File: config.mk
export PLATFORM = sky130hd
export DESIGN_NAME = dbscan_datapath
export DESIGN_NICKNAME = d
export VERILOG_FILES = /design/src/rtl/dbscan_pkg.sv /design/src/rtl/dbscan_datapath.sv
export SDC_FILE = /design/constraint.sdc
export NUM_CORES = 2
export LEC_CHECK = 0
export BUFFER_PORTS_ARGS = -buffer_cell sky130_fd_sc_hd__buf_2
export CORE_MARGIN = 5
export CORE_UTILIZATION = 60
export CTS_BUF_LIST = sky130_fd_sc_hd__clkbuf_8
export DETAILED_ROUTE_END_ITERATION = 10
export PLACE_DENSITY = 0.76
export SLEW_MARGIN = 20
export SYNTH_ARGS = -nofsm -noshare
export SYNTH_HDL_FRONTEND = slang
export SYNTH_SLANG_ARGS = --single-unit
File: constraint.sdc
create_clock -name clk -period 21.8 [get_ports clk]
set_clock_uncertainty 0.2 [all_clocks]
set_input_delay 0 -clock clk [delete_from_list [all_inputs] [get_ports clk]]
set_output_delay 0 -clock clk [all_outputs]
set_load 0.02 [all_outputs]
File: src/rtl/dbscan_pkg.sv
// ----------------------------------------------------------------------------
// dbscan_pkg
// Shared types, constants and command/status structs for the DBSCAN block.
// ----------------------------------------------------------------------------
`default_nettype none

package dbscan_pkg;

    localparam int POINTS     = 64;
    localparam int COORD_BITS = 16;
    localparam int IDX_BITS   = (POINTS > 1) ? $clog2(POINTS) : 1;
    localparam int CNT_BITS   = $clog2(POINTS + 1);
    localparam int EPS_BITS   = 33;
    localparam int MINN_BITS  = 7;
    localparam int LABEL_BITS = 7;
    localparam int CFG_BITS   = 33;
    localparam int DIFF_BITS  = COORD_BITS + 1;
    localparam int SQ_BITS    = 2 * DIFF_BITS;
    localparam int DIST_BITS  = SQ_BITS + 1;

    localparam logic [0:0] REG_EPS_SQUARED    = 1'd0;
    localparam logic [0:0] REG_MIN_NEIGHBOURS = 1'd1;

    typedef struct packed {
        logic signed [15:0] x_coord;
        logic signed [15:0] y_coord;
        logic               last_point;
    } in_item_t;

    typedef struct packed {
        logic [5:0] point_index;
        logic [6:0] cluster_label;
        logic       last_label;
    } out_item_t;

    // Controller to datapath.
    typedef struct packed {
        logic                store_point;
        logic                load_centre;  // latch centre coords from centre_idx
        logic [IDX_BITS-1:0] centre_idx;
        logic                compare;      // k_idx valid this cycle
        logic [IDX_BITS-1:0] k_idx;
    } dp_cmd_t;

    // Datapath to controller (registered pipeline result).
    typedef struct packed {
        logic                nb_valid;
        logic                nb_hit;
        logic [IDX_BITS-1:0] nb_idx;
    } dp_status_t;

endpackage

`default_nettype wire

File: src/rtl/dbscan_datapath.sv
// ----------------------------------------------------------------------------
// dbscan_datapath
// Coordinate stores and a three-stage squared-distance pipeline.
// ----------------------------------------------------------------------------
`default_nettype none

module dbscan_datapath (
    input  wire logic                              clk,
    input  wire logic                              rst_n,
    input  wire dbscan_pkg::dp_cmd_t               cmd,
    input  wire dbscan_pkg::in_item_t              item,
    input  wire logic [dbscan_pkg::IDX_BITS-1:0]   wr_idx,
    input  wire logic [dbscan_pkg::EPS_BITS-1:0]   eps_squared,
    output dbscan_pkg::dp_status_t                 status
);

    localparam int CB = dbscan_pkg::COORD_BITS;
    localparam int DB = dbscan_pkg::DIFF_BITS;
    localparam int SB = dbscan_pkg::SQ_BITS;
    localparam int TB = dbscan_pkg::DIST_BITS;
    localparam int IB = dbscan_pkg::IDX_BITS;

    logic signed [CB-1:0] x_mem [dbscan_pkg::POINTS];
    logic signed [CB-1:0] y_mem [dbscan_pkg::POINTS];

    logic signed [CB-1:0] cx_reg, cy_reg;
    logic signed [CB-1:0] kx_reg, ky_reg;
    logic                 s1_vld_reg, s2_vld_reg, s3_vld_reg;
    logic [IB-1:0]        s1_idx_reg, s2_idx_reg, s3_idx_reg;
    logic [SB-1:0]        sqx_reg, sqy_reg;
    logic                 hit_reg;
    logic signed [DB-1:0] dx, dy;
    logic [TB-1:0]        dist_sum;

    always_ff @(posedge clk)
    begin
        if (cmd.store_point)
        begin
            x_mem[wr_idx] <= item.x_coord[CB-1:0];
            y_mem[wr_idx] <= item.y_coord[CB-1:0];
        end
        if (cmd.load_centre)
        begin
            cx_reg <= x_mem[cmd.centre_idx];
            cy_reg <= y_mem[cmd.centre_idx];
        end
        kx_reg <= x_mem[cmd.k_idx];
        ky_reg <= y_mem[cmd.k_idx];
    end

    assign dx       = DB'(cx_reg) - DB'(kx_reg);
    assign dy       = DB'(cy_reg) - DB'(ky_reg);
    assign dist_sum = TB'(sqx_reg) + TB'(sqy_reg);

    always_ff @(posedge clk)
    begin
        s1_idx_reg <= cmd.k_idx;
        s2_idx_reg <= s1_idx_reg;
        s3_idx_reg <= s2_idx_reg;
        sqx_reg    <= SB'(dx * dx);
        sqy_reg    <= SB'(dy * dy);
        hit_reg    <= (dist_sum != '0) && (dist_sum <= TB'(eps_squared));
    end

    always_ff @(posedge clk or negedge rst_n)
    begin
        if (!rst_n)
        begin
            s1_vld_reg <= 1'b0;
            s2_vld_reg <= 1'b0;
            s3_vld_reg <= 1'b0;
        end
        else
        begin
            s1_vld_reg <= cmd.compare;
            s2_vld_reg <= s1_vld_reg;
            s3_vld_reg <= s2_vld_reg;
        end
    end

    assign status.nb_valid = s3_vld_reg;
    assign status.nb_hit   = hit_reg;
    assign status.nb_idx   = s3_idx_reg;

endmodule

`default_nettype wire

==> flow_summary_export.csv <==
group,metric,value,unit
status,status,"finished, final reports clean",
min_path,hold_depth,2,
cts,cts_buffers,373,
global_route,grtUsageTotal,32.67,%
layout,utilization,66.40,%
layout,largest_registers,"x_mem x1024, y_mem x1024",
cts,clock_path_buffers,4,
layout,area_growth,10.04,%
critical_path,worst-path-buf-inv,6,
cts,cts_sinks,2200,
sta,setup_violations,0,
die,dieArea,210100,um2
critical_path,cpLargestDelayFamily,"adder cells",
drt,routedWlPerCell,33.84,um
global_route,grt_pass1_vias,72950,
critical_path,path_class,"register to register",
cts,path_clk_slew,0.06,ns
job,drv_cap,0,
sta,maxSlewViolCount,0,
layout,nets,8013,
logic_synthesis,syn_nets,7684,
critical_path,regToRegSetupSlack,11.68,ns
critical_path,reg2reg_from,"cy_reg[0]$_DFFE_PP_",
placement,place_congestion,0.9000,
cts,root_buffer,"clkbuf_8",
logic_synthesis,synth_area_leaders,"edfxtp_1 52%, mux4_2 25%, fa_1 9.0%",
drt,ant_nets,0,
logic_synthesis,yosys_warnings,0,
cts,post_cts.repair.setup_buffers,0,
drt,vias_per_cell,6.942,
sta,rsz0062_at_grt,"no",
min_path,min-delay-start,"item[5]",
critical_path,critPathSlowestCell,"o41ai_1",
die,die-width,458.3,um
cts,cts_resized,0,
cts,htreeDepth,5,
critical_path,critPathArrivalTime,10.74,ns
logic_synthesis,synth_area,120600,um2
logic_synthesis,synth_seq_cells,2200,
min_path,hold_class,"input pin to register",
drt,drtIter0Drc,9809,
sta,fin_crit,10.12,ns
logic_synthesis,synth-edff-count,2080,
placement,numPortBuffers,95,
global_route,antenna_found_initial,26,
cts,worstSkewPairLatency,1.10,ns
global_route,overflow,0,
sta,fmax,98.86,MHz
sta,tns,0,ns
sta,relSlewSlack,16.06,%
critical_path,crit_fanout,13,
critical_path,slowest_delay,0.63,ns
die,coreArea,199900,um2
sta,hold_violations,0,
layout,drive_gt1_share,29.42,%
logic_synthesis,ys.flop_type,"edfxtp_1",
drt,drt-total-wl,340600,um
global_route,grt_pass1_wl,492300,um
logic_synthesis,syn_area_per_cell,17.77,um2
critical_path,cp-end-kind,"register",
critical_path,path_common_cell,"fa_1",
drt,drt_first_pass_iters,5,
logic_synthesis,yosys.area.top_type,"edfxtp_1",
logic_synthesis,ys_seq_area_share,53.80,%
die,dieHeight,458.3,um
cts,cts_tree,"yes",
die,start_util,60.34,%
sta,worst_pin_slew,1.256,ns
sta,fin_crit_sh,46.40,%
logic_synthesis,synthCells,6785,
logic_synthesis,synth.distinct_cells,84,
logic_synthesis,postSynth.asyncResetShare,0.1364,%
die,io_pins,97,
drt,vias,69860,
min_path,hold_end,"y_mem[37][4]$_DFFE_PP_",
critical_path,r2r_cells,32,
critical_path,start_kind,"register",
critical_path,critPathRequiredTime,22.42,ns
logic_synthesis,synth_top_area_share,51.79,%
critical_path,worstReg2RegEnd,"sqy_reg[32]$_DFF_P_",
global_route,grt_max_degree,138,
die,rows,164,
placement,dp_hpwl,202200,um
layout,n_fill_cell,13160,
drt,drc,0,
-- cell type report --
type | instances | area, um2 | share of cell area [%]
Antenna cell | 20 | 50.05 | 0.03771
Multi-Input combinational cell | 3464 | 51990 | 39.18
Inverter | 734 | 2755 | 2.076
Clock inverter | 257 | 1471 | 1.109
Timing Repair Buffer | 341 | 2859 | 2.154
Sequential cell | 2200 | 64880 | 48.89
Clock buffer | 391 | 5381 | 4.055
Tap cell | 2656 | 3323 | 2.504
-- stage by stage --
step	setup slack [ns]	cell area (um2)	instances	hold slack [ns]
3_5_place_dp	11.96	124600	9290	-0.4026
2_1_floorplan	13.41	120600	6785	-0.4956
5_1_grt	11.33	132700	10050	0.03718
6_report	11.68	132700	10060	0.08372
3_3_place_gp	12.17	124600	9290	-0.4083
4_1_cts	11.86	132500	10030	0.008708
-- per-layer routing --
| metal | global-route usage (%) | part of all wire [%] | up-vias |
|---|---|---|---|
| met2 | 50.71 | 47 | 5120 |
| met4 | 16.95 | 5.9 | 10 |
| met1 | 42.43 | 34 | 36270 |
| li1 | - | - | 27430 |
| met3 | 9.896 | 13 | 1031 |
| met5 | 0 | 0.023 | - |
-- what timing repair did --
action	CTS	global route
endpoints found under the setup margin	0	0
hold endpoints to repair	3248	279
hold buffers	95	5
-- cell usage after synthesis (all sizes together), types with 82 or more instances --
cell type / count
xnor2: 82
ha: 269
nor2: 313
nand2: 243
dfxtp: 117
inv: 733
a21oi: 105
clkbuf: 277
buf: 110
o21ai: 105
edfxtp: 2080
mux4: 1322
fa: 541
-- cells in the final DEF, fill, tap and decap left out, types with 9 or more instances in the layout --
| cell type | instances |
|---|---|
| nand3_1 | 35 |
| o21ai_1 | 43 |
| dfxtp_1 | 117 |
| inv_2 | 12 |
| or2_2 | 15 |
| buf_12 | 9 |
| and3_1 | 19 |
| or3_1 | 10 |
| nand4_1 | 19 |
| clkinvlp_4 | 11 |
| o31ai_1 | 15 |
| mux2_2 | 23 |
| o21ai_0 | 61 |
| o21a_1 | 15 |
| inv_1 | 825 |
| fa_1 | 541 |
| buf_4 | 143 |
| nand2b_1 | 19 |
| xor2_1 | 28 |
| nor2b_1 | 21 |
| nor2_1 | 247 |
| nor2_4 | 64 |
| buf_2 | 78 |
| a21o_1 | 55 |
| xnor2_1 | 81 |
| edfxtp_1 | 2080 |
| clkbuf_8 | 391 |
| mux4_2 | 1322 |
| a311oi_1 | 9 |
| bufinv_16 | 14 |
| nor3_1 | 38 |
| diode_2 | 20 |
| a211oi_1 | 12 |
| nand2_1 | 243 |
| dlygate4sd3_1 | 98 |
| ha_1 | 269 |
| clkinv_2 | 48 |
| mux2i_1 | 26 |
| clkinv_1 | 74 |
| a21oi_1 | 103 |
-- cells by family (layout without fill, tap and decap cells) --
kind of cell | Yosys count | count (layout) | synth area share [%]
AOI/OAI and AO/OA | 401 | 401 | 2.164
xor gates and xnor gates | 110 | 110 | 0.8051
adders and majority gates | 810 | 810 | 11.77
buffers and inverters | 1121 | 1723 | 3.504
DFF | 2200 | 2200 | 53.80
muxes | 1371 | 1371 | 25.12
other | 0 | 20 | 0
and+or+nand+nor | 772 | 772 | 2.843
-- worst max path at each step --
stage          slack [ns]                start  cells past startpoint             endpoint
2_1_floorplan       13.41  cy_reg[0]$_DFFE_PP_                     35  sqy_reg[32]$_DFF_P_
3_3_place_gp        12.17  cy_reg[0]$_DFFE_PP_                     32  sqy_reg[32]$_DFF_P_
4_1_cts             11.86  cy_reg[0]$_DFFE_PP_                     33  sqy_reg[32]$_DFF_P_
3_5_place_dp        11.96  cy_reg[0]$_DFFE_PP_                     32  sqy_reg[32]$_DFF_P_
5_1_grt             11.33  cy_reg[0]$_DFFE_PP_                     32  sqy_reg[32]$_DFF_P_
6_report            11.68  cy_reg[0]$_DFFE_PP_                     32  sqy_reg[32]$_DFF_P_
-- worst register-to-register path, delay by kind of cell (launching register included) --
| kind | cells | cell delay (ns) |
|---|---|---|
| adders and majority gates | 9 | 4.17 |
| AOI/OAI and AO/OA | 10 | 2.88 |
| and+or+nand+nor | 6 | 1.41 |
| buffers and inverters | 6 | 0.65 |
| DFF | 1 | 0.32 |
| muxes | 1 | 0.29 |
Power is left out: the tool's default activity adds up to more than one toggle a clock period on the data nets, which glitch-free logic cannot reach.
