## src/rtl/dbscan_pkg.sv

```systemverilog
// ----------------------------------------------------------------------------
// dbscan_pkg
// Shared types, constants and command/status structs for the DBSCAN block.
// ----------------------------------------------------------------------------
`default_nettype none

package dbscan_pkg;

    localparam int POINTS     = 64;
    localparam int COORD_BITS = 16;
    localparam int IDX_BITS   = (POINTS > 1) ? $clog2(POINTS) : 1;
    localparam int CNT_BITS   = $clog2(POINTS + 1);
    localparam int EPS_BITS   = 33;
    localparam int MINN_BITS  = 7;
    localparam int LABEL_BITS = 7;
    localparam int CFG_BITS   = 33;
    localparam int DIFF_BITS  = COORD_BITS + 1;
    localparam int SQ_BITS    = 2 * DIFF_BITS;
    localparam int DIST_BITS  = SQ_BITS + 1;

    localparam logic [0:0] REG_EPS_SQUARED    = 1'd0;
    localparam logic [0:0] REG_MIN_NEIGHBOURS = 1'd1;

    typedef struct packed {
        logic signed [15:0] x_coord;
        logic signed [15:0] y_coord;
        logic               last_point;
    } in_item_t;

    typedef struct packed {
        logic [5:0] point_index;
        logic [6:0] cluster_label;
        logic       last_label;
    } out_item_t;

    // Controller to datapath.
    typedef struct packed {
        logic                store_point;
        logic                load_centre;  // latch centre coords from centre_idx
        logic [IDX_BITS-1:0] centre_idx;
        logic                compare;      // k_idx valid this cycle
        logic [IDX_BITS-1:0] k_idx;
    } dp_cmd_t;

    // Datapath to controller (registered pipeline result).
    typedef struct packed {
        logic                nb_valid;
        logic                nb_hit;
        logic [IDX_BITS-1:0] nb_idx;
    } dp_status_t;

endpackage

`default_nettype wire

```

## src/rtl/dbscan_controller.sv

```systemverilog
// ----------------------------------------------------------------------------
// dbscan_controller
// Load, region-query, queue expansion and label output sequencing.
// ----------------------------------------------------------------------------
`default_nettype none

module dbscan_controller (
    input  wire logic                               clk,
    input  wire logic                               rst_n,
    input  wire logic                               in_valid,
    output logic                                    in_ready,
    input  wire logic                               in_last,
    output logic                                    out_valid,
    input  wire logic                               out_ready,
    output dbscan_pkg::out_item_t                   out_item,
    input  wire logic [dbscan_pkg::MINN_BITS-1:0]   min_neighbours,
    output dbscan_pkg::dp_cmd_t                     cmd,
    output logic [dbscan_pkg::IDX_BITS-1:0]         wr_idx,
    input  wire dbscan_pkg::dp_status_t             status
);

    localparam int IB = dbscan_pkg::IDX_BITS;
    localparam int CB = dbscan_pkg::CNT_BITS;
    localparam int LB = dbscan_pkg::LABEL_BITS;
    localparam int NP = dbscan_pkg::POINTS;

    localparam logic [3:0] S_LOAD   = 4'd0;
    localparam logic [3:0] S_CLEAR  = 4'd1;
    localparam logic [3:0] S_OUTER  = 4'd2;
    localparam logic [3:0] S_CENTRE = 4'd3;
    localparam logic [3:0] S_SCAN   = 4'd4;
    localparam logic [3:0] S_DRAIN  = 4'd5;
    localparam logic [3:0] S_DECIDE = 4'd6;
    localparam logic [3:0] S_POP    = 4'd7;
    localparam logic [3:0] S_LBLRD  = 4'd8;
    localparam logic [3:0] S_LBLWR  = 4'd9;
    localparam logic [3:0] S_EMIT   = 4'd10;
    localparam logic [3:0] S_EMITRD = 4'd11;

    logic [3:0]    state_reg, state_next;
    logic [CB-1:0] count_reg;
    logic [CB-1:0] i_reg;        // outer point / sweep index
    logic [CB-1:0] k_reg;        // scan index
    logic [CB-1:0] head_reg, tail_reg;
    logic [CB-1:0] nb_cnt_reg;
    logic [IB-1:0] p_reg;
    logic          expanding_reg;
    logic [LB-1:0] cluster_reg;
    logic [NP-1:0] visited_reg;
    logic [NP-1:0] queued_reg;
    logic [NP-1:0] nb_reg;       // neighbour set of the current centre
    logic          out_vld_reg;
    dbscan_pkg::out_item_t out_reg;

    logic [LB-1:0] label_mem [NP];
    logic [IB-1:0] queue_mem [NP];
    logic [LB-1:0] lbl_rd_reg;
    logic [IB-1:0] q_rd_reg;
    logic          lbl_we;
    logic [IB-1:0] lbl_wa, lbl_ra;
    logic [LB-1:0] lbl_wd;
    logic          is_core;
    logic [NP-1:0] new_q;
    logic [IB-1:0] new_idx;
    logic          new_any;
    logic [CB-1:0] last_idx;

    assign in_ready  = (state_reg == S_LOAD);
    assign out_valid = out_vld_reg;
    assign out_item  = out_reg;
    assign wr_idx    = count_reg[IB-1:0];
    assign last_idx  = count_reg - CB'(1);
    assign is_core   = (nb_cnt_reg >= CB'(min_neighbours));

    // Neighbours not yet queued, pushed one per cycle in ascending order.
    assign new_q = nb_reg & ~queued_reg;
    always_comb
    begin
        new_idx = '0;
        new_any = 1'b0;
        for (int j = NP - 1; j >= 0; j--)
        begin
            if (new_q[j])
            begin
                new_idx = IB'(j);
                new_any = 1'b1;
            end
        end
    end

    always_ff @(posedge clk)
    begin
        if (lbl_we)
            label_mem[lbl_wa] <= lbl_wd;
        lbl_rd_reg <= label_mem[lbl_ra];
        if (state_reg == S_DECIDE && expanding_reg && is_core && new_any)
            queue_mem[tail_reg[IB-1:0]] <= new_idx;
        q_rd_reg <= queue_mem[head_reg[IB-1:0]];
    end

    always_comb
    begin
        lbl_we = 1'b0;
        lbl_wa = i_reg[IB-1:0];
        lbl_wd = '0;
        lbl_ra = p_reg;
        unique case (state_reg)
            S_CLEAR:
            begin
                lbl_we = 1'b1;
            end
            S_LBLWR:
            begin
                lbl_we = (lbl_rd_reg == '0);
                lbl_wa = p_reg;
                lbl_wd = cluster_reg;
            end
            S_EMIT, S_EMITRD:
            begin
                lbl_ra = i_reg[IB-1:0];
            end
            default:
            begin
            end
        endcase
        if (state_reg == S_DECIDE && !expanding_reg && is_core)
        begin
            lbl_we = 1'b1;
            lbl_wa = i_reg[IB-1:0];
            lbl_wd = cluster_reg + LB'(1);
        end
    end

    always_comb
    begin
        cmd             = '0;
        cmd.store_point = in_valid && in_ready && (count_reg < CB'(NP));
        cmd.centre_idx  = expanding_reg ? p_reg : i_reg[IB-1:0];
        cmd.load_centre = (state_reg == S_CENTRE);
        cmd.k_idx       = k_reg[IB-1:0];
        cmd.compare     = (state_reg == S_SCAN);
    end

    always_comb
    begin
        state_next = state_reg;
        unique case (state_reg)
            S_LOAD:
                if (in_valid && in_last)
                    state_next = S_CLEAR;
            S_CLEAR:
                if (i_reg == count_reg - CB'(1))
                    state_next = S_OUTER;
            S_OUTER:
                if (i_reg == count_reg)
                    state_next = S_EMITRD;
                else if (!visited_reg[i_reg[IB-1:0]])
                    state_next = S_CENTRE;
            S_CENTRE:
                state_next = S_SCAN;
            S_SCAN:
                if (k_reg == count_reg - CB'(1))
                    state_next = S_DRAIN;
            S_DRAIN:
                if (status.nb_valid && status.nb_idx == last_idx[IB-1:0])
                    state_next = S_DECIDE;
            S_DECIDE:
                if (!expanding_reg)
                begin
                    if (!is_core)
                        state_next = S_OUTER;
                end
                else if (!is_core || !new_any)
                    state_next = S_POP;
            S_POP:
                if (head_reg == tail_reg)
                    state_next = S_OUTER;
                else
                    state_next = S_LBLRD;
            S_LBLRD:
                state_next = S_LBLWR;
            S_LBLWR:
                state_next = visited_reg[p_reg] ? S_POP : S_CENTRE;
            S_EMITRD:
                state_next = S_EMIT;
            S_EMIT:
                if (!out_vld_reg || out_ready)
                    state_next = (i_reg == count_reg - CB'(1)) ? S_LOAD : S_EMITRD;
            default:
                state_next = S_LOAD;
        endcase
    end

    always_ff @(posedge clk or negedge rst_n)
    begin
        if (!rst_n)
        begin
            state_reg     <= S_LOAD;
            count_reg     <= '0;
            i_reg         <= '0;
            k_reg         <= '0;
            head_reg      <= '0;
            tail_reg      <= '0;
            nb_cnt_reg    <= '0;
            p_reg         <= '0;
            expanding_reg <= 1'b0;
            cluster_reg   <= '0;
            visited_reg   <= '0;
            queued_reg    <= '0;
            nb_reg        <= '0;
            out_vld_reg   <= 1'b0;
            out_reg       <= '0;
        end
        else
        begin
            state_reg <= state_next;
            if (state_reg == S_EMIT && (!out_vld_reg || out_ready))
                out_vld_reg <= 1'b1;
            else if (out_ready)
                out_vld_reg <= 1'b0;
            unique case (state_reg)
                S_LOAD:
                begin
                    i_reg <= '0;
                    if (cmd.store_point)
                        count_reg <= count_reg + CB'(1);
                    if (in_valid && in_last)
                    begin
                        visited_reg <= '0;
                        cluster_reg <= '0;
                        expanding_reg <= 1'b0;
                    end
                end
                S_CLEAR:
                    i_reg <= (i_reg == count_reg - CB'(1)) ? '0 : i_reg + CB'(1);
                S_OUTER:
                begin
                    expanding_reg <= 1'b0;
                    if (i_reg == count_reg)
                        i_reg <= '0;
                    else if (visited_reg[i_reg[IB-1:0]])
                        i_reg <= i_reg + CB'(1);
                    else
                        visited_reg[i_reg[IB-1:0]] <= 1'b1;
                end
                S_CENTRE:
                begin
                    k_reg      <= '0;
                    nb_cnt_reg <= '0;
                    nb_reg     <= '0;
                end
                S_SCAN:
                begin
                    if (k_reg != count_reg - CB'(1))
                        k_reg <= k_reg + CB'(1);
                    if (status.nb_valid && status.nb_hit)
                    begin
                        nb_reg[status.nb_idx] <= 1'b1;
                        nb_cnt_reg <= nb_cnt_reg + CB'(1);
                    end
                end
                S_DRAIN:
                    if (status.nb_valid && status.nb_hit)
                    begin
                        nb_reg[status.nb_idx] <= 1'b1;
                        nb_cnt_reg <= nb_cnt_reg + CB'(1);
                    end
                S_DECIDE:
                begin
                    if (!expanding_reg)
                    begin
                        if (is_core)
                        begin
                            cluster_reg   <= cluster_reg + LB'(1);
                            expanding_reg <= 1'b1;
                            queued_reg    <= NP'(1) << i_reg[IB-1:0];
                            head_reg      <= '0;
                            tail_reg      <= '0;
                        end
                        else
                            i_reg <= i_reg + CB'(1);
                    end
                    else if (is_core && new_any)
                    begin
                        queued_reg[new_idx] <= 1'b1;
                        tail_reg <= tail_reg + CB'(1);
                    end
                end
                S_POP:
                    if (head_reg == tail_reg)
                        i_reg <= i_reg + CB'(1);
                    else
                    begin
                        p_reg    <= q_rd_reg;
                        head_reg <= head_reg + CB'(1);
                    end
                S_LBLRD:
                begin
                end
                S_LBLWR:
                    if (!visited_reg[p_reg])
                        visited_reg[p_reg] <= 1'b1;
                S_EMITRD:
                begin
                end
                S_EMIT:
                    if (!out_vld_reg || out_ready)
                    begin
                        out_reg.point_index   <= 6'(i_reg[IB-1:0]);
                        out_reg.cluster_label <= lbl_rd_reg;
                        out_reg.last_label    <= (i_reg == count_reg - CB'(1));
                        if (i_reg == count_reg - CB'(1))
                            count_reg <= '0;
                        else
                            i_reg <= i_reg + CB'(1);
                    end
                default:
                begin
                end
            endcase
        end
    end

    property p_tail_bound;
        @(posedge clk) disable iff (!rst_n) tail_reg <= CB'(NP);
    endproperty
    a_tail_bound: assert property (p_tail_bound) else $error("queue overrun");

    property p_head_tail;
        @(posedge clk) disable iff (!rst_n) head_reg <= tail_reg || state_reg == S_DECIDE;
    endproperty
    a_head_tail: assert property (p_head_tail) else $error("queue underrun");

    property p_cnt_bound;
        @(posedge clk) disable iff (!rst_n) count_reg <= CB'(NP);
    endproperty
    a_cnt_bound: assert property (p_cnt_bound) else $error("point count overflow");

    property p_no_in_while_busy;
        @(posedge clk) disable iff (!rst_n) out_vld_reg |-> !in_ready || state_reg == S_LOAD;
    endproperty
    a_no_in_while_busy: assert property (p_no_in_while_busy)
        else $error("input taken while busy");

endmodule

`default_nettype wire

```

## config.mk

```make
export PLATFORM = sky130hd
export DESIGN_NAME = dbscan_controller
export DESIGN_NICKNAME = d
export VERILOG_FILES = /design/src/rtl/dbscan_pkg.sv /design/src/rtl/dbscan_controller.sv
export SDC_FILE = /design/constraint.sdc
export NUM_CORES = 2
export LEC_CHECK = 0
export ABC_AREA = 1
export ABC_CLOCK_PERIOD_IN_PS = 6400
export BUFFER_PORTS_ARGS = -buffer_cell sky130_fd_sc_hd__buf_2
export CORE_MARGIN = 5
export CORE_UTILIZATION = 35
export DETAILED_ROUTE_END_ITERATION = 6
export GPL_ROUTABILITY_DRIVEN = 0
export PLACE_DENSITY = 0.54
export SLEW_MARGIN = 40
export SYNTH_ARGS = -nofsm -noshare
export SYNTH_HDL_FRONTEND = slang
export SYNTH_SLANG_ARGS = --single-unit
```

## constraint.sdc

```tcl
create_clock -name clk -period 6.4 [get_ports clk]
set_clock_uncertainty 0.1 [all_clocks]
set_input_delay 0.32 -clock clk [delete_from_list [all_inputs] [get_ports clk]]
set_output_delay 0.32 -clock clk [all_outputs]
set_load 0.02 [all_outputs]
```

==> results.md <==
- Netlist cell types: 51
- # DRC: 0
- Final setup vio count: 0
- Post-synth EDFFs: 832
- Final Hold Viols: 0
- Slowest stage delay, CP: 0.52 ns
- Register clock-pin slew on the reported worst setup and hold paths: 0.06 ns
- Register with the most flip-flops: label_mem
- Min Tclk post-route: 5.22 ns
- Post-synth ARST share: 0.240
- Final Cell Area: 54900 um2
- Mapped Nets: 4611
- CTS resizes: 0
- CP Class: flip-flop to flip-flop
- Core area: 138000 um2
- Overall routing resource usage: 0.188
- RSZ-0062 raised after global routing: false
- FF-to-FF setup slack: 1.18 ns
- Vias in the first global route: 33447
- TNS Setup: 0 ns
- Sink Count: 1112
- Nets: 4602
- DIE WIDTH: 382 um
- Initial antenna violation count: 1
- LEAKAGE: 20.4 nW
- Rel. slew slack: 0.394
- Max FFs per register: 448
- # port buffers: 56
- Pre-Repair DR Iteration Count: 6
- Critical path startpoint category: flip-flop
- Dominant cells by area after synthesis: edfxtp_1 51%, dfrtp_1 14%, nor2_1 5.8%
- Critical path depth: 66
- Met2 Resource Use GR: 0.291
- # rows: 136
- Via count: 35118
- GRT overflow: 0
- Ratio of cells with drive above 1 in the final layout: 0.0886
- CP arrival: 5.55 ns
- Post-synth top area share: 0.515
- First-pass GRT wire length: 213000 um
- Placed Area: 50900 um2
- CTS Buf Count: 115
- WHS Path Cells: 4
- Post-Syn Area: 48500 um2
- Root Driver: clkbuf_16
- Fmax: 192 MHz
- Top cell family by delay on the critical path: simple AND/OR/NAND/NOR gates
- Clock buffer depth: 3
- I/O pin total: 57
- Synth Flop Type: edfxtp_1
- Reg2Reg Depth: 66
- Final worst-path cycle share: 0.815
- Post-Syn Area per Cell: 10.6 um2
- GR peak layer: met2
- Routing usage on met1: 0.271
- HPWL Detailed: 87700 um
- Post-Syn Instances: 4571
- Critical Path End Type: flip-flop
- Largest fanout on the critical path: 64
- Seq/Total Area, Yosys: 0.658
- Maximum number of pins on one net before global-route repair: 141
- Commonest non-fill, non-tap cells in the layout: 832 x edfxtp_1, 735 x nor2_1, 686 x nand2_1
- Die area: 146000 um2
- Diode count: 0
- Avg Vias per Cell: 5.44
- Overall power: 25.9 mW
- Area delta synth->final: 13.1%
- Most common cell after layout, fill and taps aside: edfxtp_1
- Worst-Margin Slew: 0.901 ns
- Die Ht: 382 um
- Worst EP required: 6.73 ns
- Antenna-violating nets left: 0
- Global routing usage on met3: 0.0347
- Max-cap viol count: 0
- Number of H-tree levels: 3
- Final wirelength: 141000 um
- Hold crit path type: primary input to flip-flop
- Crit path buf inv count: 2
- CP max stage cell: buf_4
- Wire per inst: 21.8 um
- Later-pin clock latency in the skew report: 0.74 ns
- Filler cells: 13115
- DR iter-0 viols: 3557
- Max-slew violations: 0
- Yosys warnings: 0
- VDD IR max: 0.489 mV
- FF+latch count, synth: 1112
- Starting Density: 0.353
- Cell repeated most along the worst path: nand2_1
- Leading area contributor after synthesis: edfxtp_1
- CTS tree: yes
- Outcome: complete, no violations
- Pwr Density: 472 nW/um2
## per-stage QoR
| stage | hold WS (ns) | std cells | utilization | worst slack (ns) |
|---|---|---|---|---|
| after global placement | 0.209 | 6225 | 0.369 | 1.00 |
| after detailed placement | 0.206 | 6227 | 0.370 | 1.18 |
| after floorplan | -0.0756 | 4571 | - | 1.89 |
| after CTS | 0.0206 | 6452 | 0.398 | 1.18 |
| final | 0.0803 | 6454 | 0.399 | 1.18 |
| after global routing | 0.100 | 6454 | 0.399 | 0.404 |
## final timing paths
path	endpoint	start
setup / recovery	queue_mem[61][0]$_DFFE_PP_	queued_reg[63]$_DFFE_PN0P_
hold / removal	nb_reg[48]$_DFFE_PN0P_	status[1]
min in group asynchronous	nb_reg[17]$_DFFE_PN0P_	rst_n
max in group asynchronous	cluster_reg[5]$_DFFE_PN0P_	rst_n
hold reg to reg	p_reg[3]$_DFFE_PN0P_	q_rd_reg[3]$_DFF_P_
setup reg to reg	queue_mem[61][0]$_DFFE_PP_	queued_reg[63]$_DFFE_PN0P_
## logic make-up (layout without fill, tap and decap cells)
| family | after synthesis | count (layout) | synth area share |
|---|---|---|---|
| flops | 1112 | 1112 | 0.658 |
| buf+inv | 551 | 640 | 0.0442 |
| mux | 37 | 37 | 0.00763 |
| simple gates | 1833 | 1833 | 0.156 |
| compound gates | 996 | 996 | 0.125 |
| xor+xnor | 22 | 22 | 0.00397 |
| fa+ha+maj | 20 | 20 | 0.00516 |
## routing by layer
layer	vias up	wire, um
met3	244	10500
met1	17328	63000
met2	1300	63400
met4	0	3860
li1	16246	-
met5	-	0
## final cells by class
cell class	instances	area, um2	share of cell area
repair buffers	136	1050	0.0192
inverters	289	1100	0.0200
flip-flops and latches	1112	31900	0.582
well taps	1794	2240	0.0409
clock buffers	158	3190	0.0582
multi-input cells	2908	14800	0.269
clock inverters	57	574	0.0105
## cells in the mapped netlist, types with 3 or more instances
library cell,number
a21oi_1,175
a221oi_1,9
a22oi_1,4
a31oi_1,23
a32o_1,4
buf_1,13
buf_2,9
buf_4,12
buf_6,3
clkbuf_1,225
clkinv_1,11
dfrtp_1,267
dfxtp_1,13
edfxtp_1,832
ha_1,20
inv_1,275
inv_2,3
mux2i_1,37
nand2_1,687
nand3_1,212
nand4_1,47
nor2_1,749
nor3_1,55
nor4_1,15
o2111ai_1,5
o211ai_1,71
o21ai_0,411
o21ai_1,6
o21bai_1,5
o221ai_1,95
o22ai_1,103
o32ai_1,59
o41ai_1,15
or2_1,3
or2_2,57
xor2_1,20
## repair_timing
item / in CTS / in global routing
hold buffers: 10 / 0
endpoints found under the hold margin: 113 / 0
buffers inserted: 0 / 0
endpoints found under the setup margin: 0 / 0
## power by group
| part | total, mW | internal [mW] | switching (mW) | leakage, nW |
|---|---|---|---|---|
| Clock | 6.69 | 3.85 | 2.84 | 1.85 |
| Sequential | 9.77 | 9.36 | 0.415 | 11.7 |
| Combinational | 9.42 | 2.30 | 7.11 | 6.88 |
## worst register-to-register path, delay by kind of cell (launching register included)
| kind | cells | cell delay, ns |
|---|---|---|
| simple gates | 64 | 3.79 |
| buf+inv | 2 | 0.66 |
| flops | 1 | 0.39 |
Power figures use the tool's default switching activity.
